<file path="src/sv/register_rename_status_table_top_assert.svh">
// Assertion macros for the register rename status table.
// Expects clk and rst_n in the scope of the including module.
`ifndef REGISTER_RENAME_STATUS_TABLE_TOP_ASSERT_SVH
`define REGISTER_RENAME_STATUS_TABLE_TOP_ASSERT_SVH

// Property must hold at every clock outside reset.
`define RRST_ASSERT(lbl, prop, msg) \
  lbl: assert property (@(posedge clk) disable iff (!rst_n) prop) \
    else $error(msg);

// Expression must never be true outside reset.
`define RRST_NEVER(lbl, expr, msg) \
  lbl: assert property (@(posedge clk) disable iff (!rst_n) !(expr)) \
    else $error(msg);

`endif

</file>
<file path="src/sv/rrst_pkg.sv">
// Shared types and constants for the register rename status table.
// No dependencies.
package rrst_pkg;

  localparam int REG_W        = 5;
  localparam int TAG_IN_W     = 5;
  localparam int DATA_W       = 32;
  localparam int NUM_REGS_DEF = 32;
  localparam int TAG_BITS_DEF = 5;
  localparam int RET_REG      = 10;

  typedef struct packed {
    logic                flush;
    logic                commit_valid;
    logic [REG_W-1:0]    commit_reg;
    logic [TAG_IN_W-1:0] retire_tag;
    logic [DATA_W-1:0]   commit_value;
    logic                store_commit;
    logic [TAG_IN_W-1:0] issue_tag;
    logic                rename_valid;
    logic [REG_W-1:0]    rename_reg;
    logic                store_issue;
    logic [REG_W-1:0]    src_a_reg;
    logic [REG_W-1:0]    src_b_reg;
  } in_item_t;

  typedef struct packed {
    logic                src_a_ready;
    logic [DATA_W-1:0]   src_a_data;
    logic                src_b_ready;
    logic [DATA_W-1:0]   src_b_data;
    logic [TAG_IN_W-1:0] pending_store_tag;
    logic [DATA_W-1:0]   return_value_reg;
  } out_item_t;

endpackage

</file>
<file path="src/sv/rrst_ram.sv">
// Generic RAM: one write port and NUM_RD registered read ports.
// No dependencies; contents are undefined until written.
module rrst_ram #(
  parameter int WIDTH  = 32,
  parameter int DEPTH  = 32,
  parameter int NUM_RD = 2,
  localparam int AW    = (DEPTH > 1) ? $clog2(DEPTH) : 1
) (
  input  logic             clk,
  input  logic             we,
  input  logic [AW-1:0]    waddr,
  input  logic [WIDTH-1:0] wdata,
  input  logic             re,
  input  logic [AW-1:0]    raddr [NUM_RD],
  output logic [WIDTH-1:0] rdata [NUM_RD]
);

  logic [WIDTH-1:0] mem_r   [DEPTH];
  logic [WIDTH-1:0] rdata_r [NUM_RD];

  always_ff @(posedge clk) begin
    if (we) begin
      mem_r[waddr] <= wdata;
    end
    if (re) begin
      for (int i = 0; i < NUM_RD; i++) begin
        rdata_r[i] <= mem_r[raddr[i]];
      end
    end
  end

  assign rdata = rdata_r;

endmodule

</file>
<file path="src/sv/register_rename_status_table_top.sv">
// Register rename status table top: value RAM, tag RAMs, pending bits, store tag.
// Depends on rrst_pkg, rrst_ram and the assertion macro header.
// Path: RAM read at accept into the stage-1 register, then the result register.
// One beat per cycle while out_ready holds; each beat's RAM write is forwarded to the next beat.
// Reset (sync, rst_n low) clears pending, written-value and store-tag state at once;
// the RAMs need no clearing pass since per-register bits mask unwritten entries.
`include "register_rename_status_table_top_assert.svh"

module register_rename_status_table_top
  import rrst_pkg::*;
#(
  parameter int NUM_REGS = NUM_REGS_DEF,
  parameter int TAG_BITS = TAG_BITS_DEF
) (
  input  logic      clk,
  input  logic      rst_n,
  input  logic      in_valid,
  output logic      in_ready,
  input  in_item_t  in_data,
  output logic      out_valid,
  input  logic      out_ready,
  output out_item_t out_data
);

  localparam int IDX_W  = (NUM_REGS > 1) ? $clog2(NUM_REGS) : 1;
  localparam bit RET_OK = (RET_REG < NUM_REGS);

  typedef struct packed {
    in_item_t            item;
    logic                fwd_val_a;
    logic                fwd_val_b;
    logic                fwd_tag_a;
    logic                fwd_tag_b;
    logic                fwd_tag_c;
    logic [DATA_W-1:0]   fwd_value;
    logic [TAG_BITS-1:0] fwd_tag;
  } stage_t;

  logic                s1_valid_r;
  stage_t              s1_r, s1_nxt;
  logic                out_valid_r;
  out_item_t           out_data_r, out_nxt;
  logic [NUM_REGS-1:0] pend_r, pend_nxt;
  logic [NUM_REGS-1:0] vld_r, vld_nxt;
  logic [TAG_BITS-1:0] store_tag_r, store_tag_nxt;
  logic [DATA_W-1:0]   ret_val_r, ret_val_nxt;

  logic in_acc, s1_adv;
  logic c_ok, r_ok, a_ok, b_ok, c_match;
  logic [IDX_W-1:0] c_idx, r_idx, a_idx, b_idx;
  logic [TAG_BITS-1:0] tag_a, tag_b, tag_c, eff_a, eff_b, eff_c;
  logic [DATA_W-1:0] val_a, val_b;

  logic [IDX_W-1:0]    v_raddr [2];
  logic [DATA_W-1:0]   v_rdata [2];
  logic [IDX_W-1:0]    t_raddr [2];
  logic [TAG_BITS-1:0] t_rdata [2];
  logic [IDX_W-1:0]    c_raddr [1];
  logic [TAG_BITS-1:0] c_rdata [1];

  // handshake
  assign s1_adv    = s1_valid_r && (!out_valid_r || out_ready);
  assign in_ready  = !s1_valid_r || s1_adv;
  assign in_acc    = in_valid && in_ready;
  assign out_valid = out_valid_r;
  assign out_data  = out_data_r;

  // decode of the item in flight
  always_comb begin
    c_idx = IDX_W'(s1_r.item.commit_reg);
    r_idx = IDX_W'(s1_r.item.rename_reg);
    a_idx = IDX_W'(s1_r.item.src_a_reg);
    b_idx = IDX_W'(s1_r.item.src_b_reg);
    c_ok  = s1_r.item.commit_valid && (s1_r.item.commit_reg != '0) &&
            (32'(s1_r.item.commit_reg) < 32'(NUM_REGS));
    r_ok  = s1_r.item.rename_valid && (s1_r.item.rename_reg != '0) &&
            (32'(s1_r.item.rename_reg) < 32'(NUM_REGS));
    a_ok  = (s1_r.item.src_a_reg != '0) && (32'(s1_r.item.src_a_reg) < 32'(NUM_REGS));
    b_ok  = (s1_r.item.src_b_reg != '0) && (32'(s1_r.item.src_b_reg) < 32'(NUM_REGS));
  end

  // RAM read addresses come straight from the accepted beat
  always_comb begin
    v_raddr[0] = IDX_W'(in_data.src_a_reg);
    v_raddr[1] = IDX_W'(in_data.src_b_reg);
    t_raddr[0] = IDX_W'(in_data.src_a_reg);
    t_raddr[1] = IDX_W'(in_data.src_b_reg);
    c_raddr[0] = IDX_W'(in_data.commit_reg);
  end

  rrst_ram #(.WIDTH(DATA_W), .DEPTH(NUM_REGS), .NUM_RD(2)) u_val_ram (
    .clk   (clk),
    .we    (s1_adv && c_ok),
    .waddr (c_idx),
    .wdata (s1_r.item.commit_value),
    .re    (in_acc),
    .raddr (v_raddr),
    .rdata (v_rdata)
  );

  rrst_ram #(.WIDTH(TAG_BITS), .DEPTH(NUM_REGS), .NUM_RD(2)) u_src_tag_ram (
    .clk   (clk),
    .we    (s1_adv && r_ok),
    .waddr (r_idx),
    .wdata (TAG_BITS'(s1_r.item.issue_tag)),
    .re    (in_acc),
    .raddr (t_raddr),
    .rdata (t_rdata)
  );

  // copy of the tag RAM for the commit-side tag compare
  rrst_ram #(.WIDTH(TAG_BITS), .DEPTH(NUM_REGS), .NUM_RD(1)) u_cmt_tag_ram (
    .clk   (clk),
    .we    (s1_adv && r_ok),
    .waddr (r_idx),
    .wdata (TAG_BITS'(s1_r.item.issue_tag)),
    .re    (in_acc),
    .raddr (c_raddr),
    .rdata (c_rdata)
  );

  // lookups: a register is pending only while its pending bit is set
  always_comb begin
    tag_a = s1_r.fwd_tag_a ? s1_r.fwd_tag : t_rdata[0];
    tag_b = s1_r.fwd_tag_b ? s1_r.fwd_tag : t_rdata[1];
    tag_c = s1_r.fwd_tag_c ? s1_r.fwd_tag : c_rdata[0];
    eff_a = (a_ok && pend_r[a_idx]) ? tag_a : '0;
    eff_b = (b_ok && pend_r[b_idx]) ? tag_b : '0;
    eff_c = (c_ok && pend_r[c_idx]) ? tag_c : '0;
    val_a = s1_r.fwd_val_a ? s1_r.fwd_value :
            ((a_ok && vld_r[a_idx]) ? v_rdata[0] : '0);
    val_b = s1_r.fwd_val_b ? s1_r.fwd_value :
            ((b_ok && vld_r[b_idx]) ? v_rdata[1] : '0);
    c_match = c_ok && (eff_c == TAG_BITS'(s1_r.item.retire_tag));

    out_nxt.src_a_ready       = !a_ok || (eff_a == '0);
    out_nxt.src_a_data        = !a_ok ? '0 : ((eff_a == '0) ? val_a : DATA_W'(eff_a));
    out_nxt.src_b_ready       = !b_ok || (eff_b == '0);
    out_nxt.src_b_data        = !b_ok ? '0 : ((eff_b == '0) ? val_b : DATA_W'(eff_b));
    out_nxt.pending_store_tag = TAG_IN_W'(store_tag_r);
    out_nxt.return_value_reg  = ret_val_r;
  end

  // state updates, applied when the beat moves to the result register
  always_comb begin
    pend_nxt      = pend_r;
    vld_nxt       = vld_r;
    ret_val_nxt   = ret_val_r;
    store_tag_nxt = store_tag_r;
    if (c_match) begin
      pend_nxt[c_idx] = 1'b0;
    end
    if (r_ok) begin
      pend_nxt[r_idx] = 1'b1;
    end
    if (c_ok) begin
      vld_nxt[c_idx] = 1'b1;
    end
    if (RET_OK && c_ok && (s1_r.item.commit_reg == REG_W'(RET_REG))) begin
      ret_val_nxt = s1_r.item.commit_value;
    end
    if (s1_r.item.store_issue) begin
      store_tag_nxt = TAG_BITS'(s1_r.item.issue_tag);
    end else if (s1_r.item.store_commit &&
                 (store_tag_r == TAG_BITS'(s1_r.item.retire_tag))) begin
      store_tag_nxt = '0;
    end
    if (s1_r.item.flush) begin
      pend_nxt      = '0;
      store_tag_nxt = '0;
    end
  end

  // forward this beat's RAM writes to the beat entering behind it
  always_comb begin
    s1_nxt.item      = in_data;
    s1_nxt.fwd_val_a = s1_adv && c_ok && (s1_r.item.commit_reg == in_data.src_a_reg);
    s1_nxt.fwd_val_b = s1_adv && c_ok && (s1_r.item.commit_reg == in_data.src_b_reg);
    s1_nxt.fwd_tag_a = s1_adv && r_ok && (s1_r.item.rename_reg == in_data.src_a_reg);
    s1_nxt.fwd_tag_b = s1_adv && r_ok && (s1_r.item.rename_reg == in_data.src_b_reg);
    s1_nxt.fwd_tag_c = s1_adv && r_ok && (s1_r.item.rename_reg == in_data.commit_reg);
    s1_nxt.fwd_value = s1_r.item.commit_value;
    s1_nxt.fwd_tag   = TAG_BITS'(s1_r.item.issue_tag);
  end

  always_ff @(posedge clk) begin
    if (!rst_n) begin
      s1_valid_r  <= 1'b0;
      out_valid_r <= 1'b0;
      pend_r      <= '0;
      vld_r       <= '0;
      store_tag_r <= '0;
      ret_val_r   <= '0;
    end else begin
      if (in_acc) begin
        s1_valid_r <= 1'b1;
      end else if (s1_adv) begin
        s1_valid_r <= 1'b0;
      end
      if (s1_adv) begin
        out_valid_r <= 1'b1;
      end else if (out_ready) begin
        out_valid_r <= 1'b0;
      end
      if (s1_adv) begin
        pend_r      <= pend_nxt;
        vld_r       <= vld_nxt;
        store_tag_r <= store_tag_nxt;
        ret_val_r   <= ret_val_nxt;
      end
    end
  end

  always_ff @(posedge clk) begin
    if (in_acc) begin
      s1_r <= s1_nxt;
    end
    if (s1_adv) begin
      out_data_r <= out_nxt;
    end
  end

  `RRST_ASSERT(a_flush_clears,
    s1_adv && s1_r.item.flush |=> (pend_r == '0) && (store_tag_r == '0),
    "flush left tags pending")
  `RRST_NEVER(a_reg0_untouched, pend_r[0] || vld_r[0], "register zero state was written")
  `RRST_ASSERT(a_adv_fills_out, s1_adv |=> out_valid_r, "advanced beat missing from result register")
  `RRST_ASSERT(a_reg0_reads_zero,
    s1_valid_r && (s1_r.item.src_a_reg == '0) |->
      out_nxt.src_a_ready && (out_nxt.src_a_data == '0),
    "register zero not ready zero")

endmodule
</file>
<file path="config.mk">
export PLATFORM = sky130hd
export DESIGN_NAME = register_rename_status_table_top
export DESIGN_NICKNAME = d
export VERILOG_FILES = /design/src/sv/rrst_pkg.sv /design/src/sv/rrst_ram.sv /design/src/sv/register_rename_status_table_top.sv
export VERILOG_INCLUDE_DIRS = /design/src /design/src/sv
export SDC_FILE = /design/constraint.sdc
export NUM_CORES = 2
export LEC_CHECK = 0
export BUFFER_PORTS_ARGS = -buffer_cell sky130_fd_sc_hd__buf_2
export CORE_ASPECT_RATIO = 0.9
export CORE_MARGIN = 2
export CORE_UTILIZATION = 45
export DETAILED_ROUTE_END_ITERATION = 8
export MAX_ROUTING_LAYER = met4
export PLACE_DENSITY = 0.59
export SETUP_SLACK_MARGIN = 0.3
export SYNTH_ARGS = -nofsm -noshare
export SYNTH_HDL_FRONTEND = slang
export SYNTH_SLANG_ARGS = --single-unit
</file>
<file path="constraint.sdc">
create_clock -name clk -period 7.5 [get_ports clk]
set_clock_uncertainty 0.1 [all_clocks]
set_input_delay 1.5 -clock clk [delete_from_list [all_inputs] [get_ports clk]]
set_output_delay 1.5 -clock clk [all_outputs]
set_load 0.1 [all_outputs]
</file>
# ---- Word level (Yosys, flattened, before mapping)
# Memories as Yosys holds them, arrays and structs flattened. A register that Yosys moved wholly into a read port is not among the register bits.
# Cells that the tools add are included.
dict set report op_classes {
  n_lt_le_gt_ge 6
  n_eq_ne 8
  n_mux 40
  bitwise 4
  n_reduce_logical 43
}
# cell n
set ops {}
lappend ops {{$mux 32} 7}
lappend ops {{$or 32x32->32} 2}
lappend ops {{$mux 5} 11}
lappend ops {{$eq 5x5->1} 7}
lappend ops {{$and 32x32->32} 1}
lappend ops {{$not 32->32} 1}
lappend ops {{$bmux 1 s5} 5}
lappend ops {{$lt 5x6->1 const B} 4}
lappend ops {{$logic_and 1x1->1} 21}
lappend ops {{$reduce_bool 5->1} 4}
lappend ops {{$mux 1} 15}
lappend ops {{$demux 1 s5} 2}
lappend ops {{$ge 5x1->1 const B} 2}
lappend ops {{$logic_not 5->1} 2}
lappend ops {{$reduce_and 2->1} 5}
lappend ops {{$eq 5x4->1 const B} 1}
lappend ops {{$logic_not 1->1} 4}
lappend ops {{$logic_or 1x1->1} 4}
lappend ops {{$reduce_bool 2->1} 2}
lappend ops {{$reduce_bool 3->1} 1}
dict set report word_totals {
  register_bits 315
  ram_bits 1344
  input_bits 71
  output_inout_bits 105
  wordCells 137
  mem_count 3
}
# memory depth word_bits read_ports rd_ports_with_merged_regs write_ports line
set mem_list {}
lappend mem_list {u_val_ram.mem_r 32 32 2 2 1 rrst_ram.sv:18} ;# logic [WIDTH-1:0] mem_r [DEPTH];
lappend mem_list {u_cmt_tag_ram.mem_r 32 5 1 1 1 rrst_ram.sv:18}
lappend mem_list {u_src_tag_ram.mem_r 32 5 2 2 1 rrst_ram.sv:18}

# ---- Logic depth before layout (Yosys ltp)
dict set report logic_depth {
  ltp_word 10
  mapped_depth 10
}

# ---- Modules after synthesis
# A second synthesis with hierarchy kept.
dict set report unflattened {
  cells_unflattened 5300
  hier_area_um2 78879.4
}
# module instances cells_each area_each_um2 seq_area_each_um2
set by_module_without_submodules {}
lappend by_module_without_submodules {{rrst_ram at u_val_ram} 1 3450 50711.1 32671.3}
lappend by_module_without_submodules {register_rename_status_table_top 1 1225 13999.7 8428.1}
lappend by_module_without_submodules {{rrst_ram at u_src_tag_ram} 1 348 7773.7 5104.9}
lappend by_module_without_submodules {{rrst_ram at u_cmt_tag_ram} 1 277 6394.9 4954.8}

# ---- Worst setup path after synthesis
# OpenSTA, ideal clock, no wires.
dict set report synth_path {
  path_type {input-to-reg}
  start {input out_ready}
  end {register s1_r (netlist bit a_idx[0]) (enable)}
  setup_ns 0.570
  t_arrival_ns 6.626
  path_slack_ns 0.204
  cell_stages 3
  path_buffers 0
  cell_sequence {nor2b_1 -> nand2_1 -> and2_1}
}
dict set report synth_between {
  elab_chain_cells 4
}
# item line
set synth_lines {}
lappend synth_lines {{from (decl)} register_rename_status_table_top.sv:21} ;# input logic out_ready,
lappend synth_lines {{$logic_or 1x1->1} register_rename_status_table_top.sv:62} ;# assign s1_adv = s1_valid_r && (!out_valid_r || out_ready);
lappend synth_lines {{$logic_and 1x1->1} register_rename_status_table_top.sv:62}
lappend synth_lines {{$logic_or 1x1->1} register_rename_status_table_top.sv:63} ;# assign in_ready = !s1_valid_r || s1_adv;
lappend synth_lines {{named net in_ready} register_rename_status_table_top.sv:18} ;# output logic in_ready,
lappend synth_lines {{$logic_and 1x1->1} register_rename_status_table_top.sv:64} ;# assign in_acc = in_valid && in_ready;
lappend synth_lines {{named net in_acc} register_rename_status_table_top.sv:48} ;# logic in_acc, s1_adv;
lappend synth_lines {{to (signal assigned)} register_rename_status_table_top.sv:216} ;# s1_r <= s1_nxt;
lappend synth_lines {{to (decl)} register_rename_status_table_top.sv:40} ;# stage_t s1_r, s1_nxt;
# The timed path passes the listed nets, and every way through them passes these cells.
# A chain may end at the register's enable or synchronous reset.

# ---- Worst setup path in the final report
dict set report layout_path {
  start {register s1_r (netlist bit c_idx[3])}
  end {memory u_val_ram.mem_r[16][13] (enable)}
}
dict set report layout_between {
  elab_chain_cells 5
}
# item line
set layout_lines {}
lappend layout_lines {{$reduce_bool 5->1} register_rename_status_table_top.sv:74} ;# c_ok = s1_r.item.commit_valid && (s1_r.item.commit_reg != '0) &&
lappend layout_lines {{$logic_and 1x1->1} register_rename_status_table_top.sv:74}
lappend layout_lines {{$logic_and 1x1->1} register_rename_status_table_top.sv:93} ;# .we (s1_adv && c_ok),
lappend layout_lines {{$mux 1} rrst_ram.sv:22} ;# if (we) begin
lappend layout_lines {{$mux 1 (implied by the code)} rrst_ram.sv:23} ;# mem_r[waddr] <= wdata;
lappend layout_lines {{to (decl)} rrst_ram.sv:18}
# Several ways; a longest one is shown, not always the timed one.

==> run metrics <==
Post-CTS Setup Inserts=0; boundary pin count=176; Synthesis Warnings=0; Core ar.=157000 sq um; DR WL/cell=35.3 um; Max Fanout on Critical Path=20; most common cell after layout, fill and taps aside=edfxtp_1; drt first pass iters=6; Leak Pwr=25.0 nW; Crit Path Category=reg2reg; port bufs=175; Vias=38100; hold wc startpoint=ret_val_r[7]; Final nets=3638; worst path arrival time=5270 ps; Initial Util=45.2%; worst skew pair latency=820 ps; post-synthesis instance total=3367; cts repair resizes=0; Crit. Startpoint=c_idx[3]; f_max=204 MHz; footprint of the multi-input gates=23700 sq um; Power, Total=19.6 mW; Worst-path clk slew=60 ps; power density cells=246 nW/um^2; initial antenna violation count=6; HP Class=reg2reg; post-detail-place hpwl=117000 um; DIE AREA=160000 sq um; grt total ovfl=0; Hold Violations, Final=0; fill count=12300; Clock Tree Root=clkbuf_16; Synth Register Bits=1578; height of the chip=380 um; Post-synth EDFFs=1475; total clock sinks=1578; max-cap violation count=0; hold depth=0; Worst EP required=7860 ps; worst slew pin tran=1380 ps; commonest non-fill, non-tap cells in the layout=1475 x edfxtp_1, 831 x mux4_2, 168 x clkbuf_16; Distinct cells, synth=56; largest net degree at the start of global routing=107; Max clock buf depth=3; GPL Wtd Cong=0.832; CTS Hold Bufs=0; Chip Width=422 um; dominant register cell in the synthesized netlist=edfxtp_1; 1st-iter DRT viols=5065; status=completed; sequential fraction of the synthesis area=65.5%; synthesized area per cell=21.0 sq um; Period minus WS final=4910 ps; worst r2r path cells=6; CTS tree=done; VDD IR max=0.216 mV; Cell Rows=138; Pins Over Slew Limit=0; layout cells sized above 1=39.4%; CP Capture Type=flip-flop; Synth-to-Final Area Change=12.8%; DRC=0; RSZ-0062 raised after global routing=false; vias in the first global route=39900; Synth async-reset ratio=0%; setup tns final=0 ps; first-pass GRT wire length=293000 um; Worst setup SP type=flip-flop; sequential cell area=46400 sq um; Worst R2R Start=c_idx[3]; CTS buffer count=167; relative slew slack=8.01%; total wire length=205000 um; GRT Resource Usage Total=26.4%; htree depth=4; final setup vio count=0; Mapped Area=70700 sq um; routed vias/inst=6.56; fin crit share=65.5%; Detail Route Antenna Nets=0
-- path summary, 6_finish.rpt --
check | to | slack [ps]
setup / recovery | u_val_ram.mem_r[16][13] | 2590
hold / removal | out_data[7] | 330
setup reg to reg | u_val_ram.mem_r[16][13] | 2590
hold reg to reg | out_data[7] | 330
-- final cells by class --
cell class                 count  area share [%]
sequential                  1578            58.1
timing repair buffer         258            2.13
clock buffer                 218            5.65
tap                         2100            3.29
antenna                        2         0.00627
clock inverter                89            1.11
inverter                       2          0.0125
multi-input combinational   1560            29.7
-- critical path: stages, from the launching register on --
cell,delay (ps)
edfxtp_1,710
or3_1,520
o31a_1,530
nand2_1,210
or3_1,800
nor2_4,1150
buf_4,500
-- stage by stage --
| step | utilization [%] | setup slack [ps] | instance area, sq um | cells | hold WS, ps |
|---|---|---|---|---|---|
| floorplan | - | 1210 | 70900 | 3403 | 308 |
| global placement | 47.5 | 2480 | 74400 | 5498 | 313 |
| detailed placement | 47.5 | 2500 | 74400 | 5498 | 316 |
| CTS | 51.0 | 2690 | 79800 | 5805 | 323 |
| global route | 51.0 | 2440 | 79800 | 5806 | 337 |
| finish | 51.0 | 2590 | 79800 | 5807 | 326 |
-- sequential cells by signal (all words and copies together), names as in the netlist, 10 cells and up --
name	cells
out_data	103
s1_r	52
u_val_ram.rdata	64
u_src_tag_ram.rdata	10
u_src_tag_ram.mem_r	160
pend_r	32
s1_nxt	37
ret_val_r	32
u_val_ram.mem_r	1024
vld_r	32
-- report_power, final --
group / switching [mW] / internal [mW]
Sequential: 0.189 / 9.78
Combinational: 0.794 / 0.593
Clock: 3.53 / 4.71
-- synth_stat cells (all sizes together) (8+ instances only) --
cell | count | area share [%]
o22ai | 10 | 0.088
buf | 93 | 0.62
a21boi | 38 | 0.40
mux4 | 833 | 27
edfxtp | 1475 | 63
mux2 | 83 | 1.3
xnor2 | 17 | 0.21
clkbuf | 170 | 0.90
a22oi | 66 | 0.71
xor2 | 15 | 0.19
nand3 | 13 | 0.092
nor3 | 33 | 0.23
nand2 | 95 | 0.55
o21a | 32 | 0.34
nor2b | 8 | 0.071
a21oi | 29 | 0.21
mux2i | 26 | 0.37
dfxtp | 103 | 2.9
nor2 | 122 | 0.65
o21ai | 37 | 0.26
nor4 | 8 | 0.071
-- metal layers --
layer  wire length (um)  GRT usage [%]  vias up  share of wire [%]
met3              15200           4.19      409                7.4
met4               6390           8.17        0                3.1
met1              82700           35.9    20700                 40
met5                  0              -        -                  0
met2             100000           41.3     2015                 49
li1                   -              -    15000                  -
-- kinds of logic (layout without fill, tap and decap cells) --
family | count (synthesis) | in the layout | synth area share [%]
compound gates | 233 | 233 | 2.27
xor+xnor | 32 | 32 | 0.396
buf+inv | 265 | 567 | 1.53
flops | 1578 | 1578 | 65.5
mux | 942 | 942 | 28.2
other cells | 1 | 39 | 0.00530
simple gates | 316 | 316 | 2.04
No activity file was read; power rests on OpenSTA's default activity.
